--- src/rtl/core/cchc_pkg.sv ---
// Package with the shared types, codes and constants of the connected-components block.
package cchc_pkg;

   localparam int MaxVertices = 1024;
   localparam int MaxEdges    = 16384;

   localparam logic [10:0] VERTEX_LIMIT  = 11'd1024;
   localparam logic [14:0] EDGE_LIMIT    = 15'd16384;
   localparam logic [9:0]  ROUNDS_SAT    = 10'd1023;
   localparam logic [10:0] VCOUNT_RESET  = 11'd1024;

   localparam logic [1:0] OPC_LOAD_OFFSET   = 2'd0;
   localparam logic [1:0] OPC_LOAD_NEIGHBOR = 2'd1;
   localparam logic [1:0] OPC_RUN           = 2'd2;
   localparam logic [1:0] OPC_QUERY         = 2'd3;

   typedef struct packed {
      logic [1:0]  operation;
      logic [13:0] index;
      logic [14:0] value;
   } req_type;

   typedef struct packed {
      logic        is_summary;
      logic [9:0]  label;
      logic [10:0] component_count;
      logic [10:0] largest_size;
      logic [9:0]  rounds;
   } rsp_type;

   typedef enum logic [4:0] {
      S_IDLE, S_QOUT, S_INIT, S_VERT, S_OFF0, S_OFF1, S_EDGE, S_NBR, S_LU, S_LV, S_LB,
      S_CITER, S_CP, S_CQ, S_CHECK, S_CLR, S_CNT_RD, S_CNT_LB, S_CNT_WR,
      S_SUM_RD, S_SUM_ACC, S_OUT_SUM
   } state_type;

   typedef enum logic [5:0] {
      OP_NONE, OP_LOAD_OFF, OP_LOAD_NBR, OP_RUN_START, OP_QUERY, OP_QUERY_OUT,
      OP_INIT, OP_ROUND, OP_VERT, OP_OFF0, OP_OFF1, OP_NEXT_VERT, OP_NBR, OP_NEXT_EDGE,
      OP_LU, OP_CU, OP_CV, OP_HOOK, OP_CSTART, OP_CRD_I, OP_CP, OP_CNEXT, OP_CWRITE,
      OP_CWRITE_NEXT, OP_CLR_START, OP_CLR, OP_CNT_START, OP_CNT_RD, OP_CNT_C,
      OP_CNT_WR, OP_SUM_START, OP_SUM_RD, OP_SUM_ACC, OP_SUM_OUT
   } dp_op_type;

   typedef struct packed {
      logic idx_done;
      logic vert_done;
      logic edge_done;
      logic nbr_foreign;
      logic labels_equal;
      logic root_hit;
      logic label_oob;
      logic q_is_p;
      logic changed;
      logic rsp_free;
   } dp_status_type;

endpackage

--- src/rtl/core/cchc_ctrl.sv ---
// Controller state machine that sequences loads, hook, compress, counting and results.
module cchc_ctrl (
   input  logic                   clock,
   input  logic                   reset,
   input  logic                   req_valid,
   input  logic [1:0]             req_operation,
   output logic                   req_stall,
   input  cchc_pkg::dp_status_type status,
   output cchc_pkg::dp_op_type    op
);
   import cchc_pkg::*;

   state_type state_ff, state_in;

   always_ff @(posedge clock) begin
      if (reset) begin
         state_ff <= S_IDLE;
      end else begin
         state_ff <= state_in;
      end
   end

   always_comb begin
      state_in  = state_ff;
      op        = OP_NONE;
      req_stall = (state_ff != S_IDLE);
      unique case (state_ff)
         S_IDLE: begin
            if (req_valid) begin
               unique case (req_operation)
                  OPC_LOAD_OFFSET: op = OP_LOAD_OFF;
                  OPC_LOAD_NEIGHBOR: op = OP_LOAD_NBR;
                  OPC_RUN: begin
                     op = OP_RUN_START;
                     state_in = S_INIT;
                  end
                  default: begin
                     op = OP_QUERY;
                     state_in = S_QOUT;
                  end
               endcase
            end
         end
         S_QOUT: begin
            if (status.rsp_free) begin
               op = OP_QUERY_OUT;
               state_in = S_IDLE;
            end
         end
         S_INIT: begin
            if (status.idx_done) begin
               op = OP_ROUND;
               state_in = S_VERT;
            end else begin
               op = OP_INIT;
            end
         end
         S_VERT: begin
            if (status.vert_done) begin
               op = OP_CSTART;
               state_in = S_CITER;
            end else begin
               op = OP_VERT;
               state_in = S_OFF0;
            end
         end
         S_OFF0: begin
            op = OP_OFF0;
            state_in = S_OFF1;
         end
         S_OFF1: begin
            op = OP_OFF1;
            state_in = S_EDGE;
         end
         S_EDGE: begin
            if (status.edge_done) begin
               op = OP_NEXT_VERT;
               state_in = S_VERT;
            end else begin
               op = OP_NBR;
               state_in = S_NBR;
            end
         end
         S_NBR: begin
            if (status.nbr_foreign) begin
               op = OP_NEXT_EDGE;
               state_in = S_EDGE;
            end else begin
               op = OP_LU;
               state_in = S_LU;
            end
         end
         S_LU: begin
            op = OP_CU;
            state_in = S_LV;
         end
         S_LV: begin
            if (status.labels_equal) begin
               op = OP_NEXT_EDGE;
               state_in = S_EDGE;
            end else begin
               op = OP_CV;
               state_in = S_LB;
            end
         end
         S_LB: begin
            op = status.root_hit ? OP_HOOK : OP_NEXT_EDGE;
            state_in = S_EDGE;
         end
         S_CITER: begin
            if (status.idx_done) begin
               state_in = S_CHECK;
            end else begin
               op = OP_CRD_I;
               state_in = S_CP;
            end
         end
         S_CP: begin
            if (status.label_oob) begin
               op = OP_CNEXT;
               state_in = S_CITER;
            end else begin
               op = OP_CP;
               state_in = S_CQ;
            end
         end
         S_CQ: begin
            if (status.q_is_p) begin
               op = OP_CNEXT;
               state_in = S_CITER;
            end else if (status.label_oob) begin
               op = OP_CWRITE_NEXT;
               state_in = S_CITER;
            end else begin
               op = OP_CWRITE;
            end
         end
         S_CHECK: begin
            if (status.changed) begin
               op = OP_ROUND;
               state_in = S_VERT;
            end else begin
               op = OP_CLR_START;
               state_in = S_CLR;
            end
         end
         S_CLR: begin
            if (status.idx_done) begin
               op = OP_CNT_START;
               state_in = S_CNT_RD;
            end else begin
               op = OP_CLR;
            end
         end
         S_CNT_RD: begin
            if (status.idx_done) begin
               op = OP_SUM_START;
               state_in = S_SUM_RD;
            end else begin
               op = OP_CNT_RD;
               state_in = S_CNT_LB;
            end
         end
         S_CNT_LB: begin
            if (status.label_oob) begin
               op = OP_CNEXT;
               state_in = S_CNT_RD;
            end else begin
               op = OP_CNT_C;
               state_in = S_CNT_WR;
            end
         end
         S_CNT_WR: begin
            op = OP_CNT_WR;
            state_in = S_CNT_RD;
         end
         S_SUM_RD: begin
            if (status.idx_done) begin
               state_in = S_OUT_SUM;
            end else begin
               op = OP_SUM_RD;
               state_in = S_SUM_ACC;
            end
         end
         S_SUM_ACC: begin
            op = OP_SUM_ACC;
            state_in = S_SUM_RD;
         end
         S_OUT_SUM: begin
            if (status.rsp_free) begin
               op = OP_SUM_OUT;
               state_in = S_IDLE;
            end
         end
         default: state_in = S_IDLE;
      endcase
   end
endmodule

--- config.mk ---
export PLATFORM = sky130hd
export DESIGN_NAME = cchc_ctrl
export DESIGN_NICKNAME = d
export VERILOG_FILES = /design/src/rtl/core/cchc_pkg.sv /design/src/rtl/core/cchc_ctrl.sv
export SDC_FILE = /design/constraint.sdc
export NUM_CORES = 1
export LEC_CHECK = 0
export BUFFER_PORTS_ARGS = -buffer_cell sky130_fd_sc_hd__buf_4
export CAP_MARGIN = 5
export CORE_MARGIN = 4
export CORE_UTILIZATION = 50
export DETAILED_ROUTE_END_ITERATION = 16
export PLACE_DENSITY = 0.72
export SLEW_MARGIN = 20
export SYNTH_ARGS = -nofsm -noshare
export SYNTH_HDL_FRONTEND = slang
export SYNTH_SLANG_ARGS = --single-unit
export TNS_END_PERCENT = 50
--- constraint.sdc ---
create_clock -name clock -period 1.9 [get_ports clock]
set_input_delay 0.38 -clock clock [delete_from_list [all_inputs] [get_ports clock]]
set_output_delay 0.38 -clock clock [all_outputs]
set_load 0.01 [all_outputs]
# Word level (Yosys, flattened, before mapping)
# Cells that the tools add are included.
# op_classes
eq_ne	29
n_mux	38
n_reduce_logical	7
# ops
operator	count
$pmux 6 s22	1
$pmux 5 s20	1
$mux 5	12
$eq 5x4->1 const B	8
$eq 5x5->1 const B	6
$eq 5x3->1 const B	4
$mux 4	5
$mux 3	6
$mux 2	6
$eq 5x2->1 const B	2
$pmux 5 s2	1
$pmux 3 s3	1
$ne 2x2->1 const B	4
$mux 6	1
$reduce_and 6->1	1
$reduce_or 2->1	3
$eq 5x1->1 const B	1
$logic_not 5->1	1
$reduce_bool 5->1	1
$mux 1	4
$ne 3x3->1 const B	1
$eq 2x1->1 const B	1
$eq 2x2->1 const B	1
$logic_not 2->1	1
$ne 2x1->1 const B	1
# totals
inputBits	15
out_inout_bits	7
register_bits	5
wordCells	75

# Logic depth before layout (Yosys ltp)
# depth
word_depth	5
mapped_depth	7
mapped_depth_nobuf	7

# Worst setup path after synthesis
# Ideal clock, no wire load.
# synth_path
path_kind	register -> output
from	register state_ff[4]
to	output port op[3]
arrival_time_ps	1494
path_stages_with_launch	7
slack_ps	26
path_cell_list	dfxtp_1 > buf_4 > nor2b_1 > a22oi_1 > o22a_1 > nor2_1 > or4b_1
# synth_via
elab_chain_len	2
word_cells_on_any_way	23
cone_classes	eq/ne: 21; mux: 1; reduce/logical: 1
# synth_rtl
element	line	rtl
start, declared	cchc_ctrl.sv:13	state_type state_ff, state_in;
start signal, assigned	cchc_ctrl.sv:19	state_ff <= state_in;
$eq 5x5->1 (tied with other cells)	cchc_ctrl.sv:27	unique case (state_ff)
$pmux 6 s22 *	cchc_ctrl.sv:27	
end, declared	cchc_ctrl.sv:9	output cchc_pkg::dp_op_type op
# Every way passes the cells marked *; elsewhere a longest branch is shown, timed or not.

# Worst setup path after layout
# layout_path
from	register state_ff[2]
to	output port op[3]
# Same word-level chain as after synthesis.

==> summary.txt <==
Run status
  • Status: complete, but fails checks
  • Failing checks: setup timing

Worst setup path
  • CP cell instances: buf_6 > nor3b_4 > a31oi_1 > or3_4 > o31a_1 > or4b_4 > buf_6
  • R2r startpoint: state_ff[2]
  • Reg2reg setup slack: -0.05 ns
  • CP startpoint kind: flop
  • Crit-path max cell delay: approximately 0.47 ns
  • Critical Path RT: 1.52 ns
  • WP data arrival: 1.94 ns
  • Most frequent CP cell: buf_6
  • Crit path capture type: output port
  • Kind of critical path: reg -> out
  • Worst r2r path cells: 9
  • Crit path max fanout: 6
  • Reg-to-reg critical path endpoint: state_ff[1]
  • CP max-delay cell: or4b_4

Finish
  • Antenna cells: 0
  • Layout area overhead: 63.3%
  • Register with the most flip-flops: state_ff
  • Non-Filler Cell Area, Final: 2140 sq um
  • Fill cells: 135
  • Max reg flops: 5
  • Share of cells above drive strength 1: 47.8%
  • Largest registers: state_ff (5)
  • Fin nets: 290
  • Layout Utilization: 86.3%

Synthesis
  • Mapped Nets: slightly above 200
  • #FFs+latches synth: 5
  • Fraction of registers with async set/reset: 0%
  • Synth unique cells: 57
  • Syn_area_per_cell: 6.96 sq um
  • Mapped Cells: 188
  • Synth warnings: 0
  • Seq/Total Area, Yosys: 7.65%
  • Cell area after synthesis: 1310 sq um
  • Number of synthesized flops with an enable pin: 0
  • Top_reg_cell synth: dfxtp_1

Worst hold path
  • Hold Crit Endpoint: state_ff[4]
  • HP Class: in -> reg
  • Cells on Worst Hold Path: 2
  • Min-delay src: reset

STA
  • Final hold vios: 0
  • TNS Setup: -1.94 ns
  • Crit path time final: between 2 and 2.5 ns
  • Slew at the pin closest to its max-slew limit: 0.491 ns
  • Final Slew Violations: 0
  • Rel. slew slack: 66.8%
  • F_max: around 430 MHz
  • Final period utilization: 122%
  • Worst Skew: 0.0167 ns
  • Final worst setup slack: -0.421 ns
  • RSZ-0062 raised after global routing: true
  • Final setup viols: 9

CTS
  • CTS tree: done
  • CTS sink count: 5
  • Root buffer cell: clkbuf_4
  • Worst-Skew Late Latency: approximately 0.26 ns
  • Worst-path clk slew: 0.06 ns
  • Num CTS Buffers: 3
  • Maximum root-to-sink buffer count: 2
  • H-tree Lvls: 1

Placement
  • Hpwl dp: roughly 4.2 mm
  • I/O Buffers: 21
  • DP Area: 1850 sq um
  • Setup WS pre-CTS: -0.193 ns
  • GPL Wtd Cong: 0.986

Global routing
  • Overall routing resource usage: 38.2%
  • Vias in the first global route: 2002
  • Largest net degree at the start of global routing: 16
  • GRT Residual Overflow: 0
  • Antenna violations before repair: 0
  • First-pass GRT wire length: 10.1 mm

Die
  • Die W: about 59 um
  • Initial core utilization: between 50% and 60%
  • Row count: 18
  • Boundary Pins: 22
  • Die area: 3500 sq um
  • Core area: 2480 sq um
  • Die H: slightly below 60 um

Routing
  • DR pass1 iterations: 6
  • Final WL: 6.97 mm
  • Via/cell ratio: 7.25
  • Routed Antenna Nets: 0
  • WL/cell: approximately 23 um
  • DRT iter0 DRCs: roughly 410
  • Remaining DRCs: 0
  • DR vias: 2175

Pwr
  • Leak: 0.934 nW
  • Pwr dens: 1280 nW/um^2
  • VDD IR-drop max: 1340 uV
  • Pwr Total: 2.73 mW

Run
  • Max Cap Violations: 0
[what timing repair did]
item / CTS / global route
pin swaps: 12 / 6
setup endpoints to repair: 10 / 10
resized for setup: 36 / 8
hold buffers: 0 / 0
buffers inserted: 7 / 6
[metrics by stage]
stage	hold WS [ns]	cells
floorplan	0.452	188
global placement	0.587	283
detailed placement	0.592	283
CTS	0.319	294
global route	0.315	300
finish	0.312	300
[routing by layer]
metal  up-vias  share of wire (%)  GRT usage, %
met4         0                8.6          18.8
met1       980                 35          47.8
li1        888                  -             -
met2       230                 43          62.6
met3        77                 13          6.54
met5         -                  0             0
[power breakdown]
| part | switching (mW) | internal, mW | leakage (nW) |
|---|---|---|---|
| combinational | 1.18 | 1.19 | 0.875 |
| sequential | 0.0760 | 0.151 | 0.0442 |
| clock | 0.0576 | 0.0804 | 0.0150 |
| total | 1.31 | 1.42 | 0.934 |
[final cells by class]
type	instances	area, sq um	area share, %
multi-input combinational	159	1170	54.7
timing repair buffer	94	756	35.4
sequential	5	116	5.44
tap	30	37.5	1.76
inverter	8	31.3	1.46
clock buffer	4	26.3	1.23
[cell usage in the layout (no fill, tap or decap), types with 4 or more instances in the layout]
cell,netlist,final
a21oi_1,11,9
nand3_1,5,4
o22ai_1,6,6
buf_4,7,83
o21ai_0,9,9
nand2_1,13,13
ha_1,4,4
nand2b_1,7,5
a31oi_1,5,5
nor2_1,19,18
nor3_1,4,4
nand3b_1,5,5
inv_1,7,7
dfxtp_4,0,4
buf_6,3,10
nor2b_1,9,8
[critical path, delay by kind of cell (launching register included)]
family	cells	cell delay (ns)
buffers and inverters	2	0.26
AOI/OAI and AO/OA	2	0.29
and+or+nand+nor	3	0.76
DFF	1	0.36
[cells by family after synthesis]
family	after synthesis	synth area share, %
buffers and inverters	24	11.1
adders and majority gates	4	3.82
DFF	5	7.65
muxes	3	2.39
AOI/OAI and AO/OA	61	33.1
and+or+nand+nor	91	42.0
[worst max-delay path by stage]
| stage | from | slack, ns | end |
|---|---|---|---|
| 2_1_floorplan | state_ff[4] | 0.03 | op[3] |
| 3_3_place_gp | state_ff[0] | -0.17 | op[3] |
| 3_5_place_dp | state_ff[0] | -0.19 | op[3] |
| 4_1_cts | state_ff[4] | -0.37 | op[3] |
| 5_1_grt | state_ff[3] | -0.48 | op[2] |
| 6_report | state_ff[2] | -0.42 | op[3] |
[synthesized netlist by cell type, drive strengths merged, types with 3 or more instances]
cell type / instances / area (sq um)
nor2b: 9 / 56.3
nor4b: 3 / 26.3
nor3: 4 / 20.0
a22oi: 3 / 22.5
ha: 4 / 50.1
nor2: 19 / 71.3
nand2b: 8 / 57.6
o21ai: 9 / 45.0
nand3: 7 / 52.6
inv: 7 / 26.3
nand3b: 5 / 37.5
or3: 3 / 23.8
and3: 3 / 18.8
nand2: 13 / 48.8
dfxtp: 5 / 100
a211oi: 3 / 27.5
nor3b: 5 / 42.5
a31oi: 5 / 31.3
nand4: 3 / 18.8
a311oi: 3 / 26.3
o22ai: 6 / 37.5
a21oi: 11 / 55.1
buf: 15 / 111
Power figures use the tool's default switching activity.
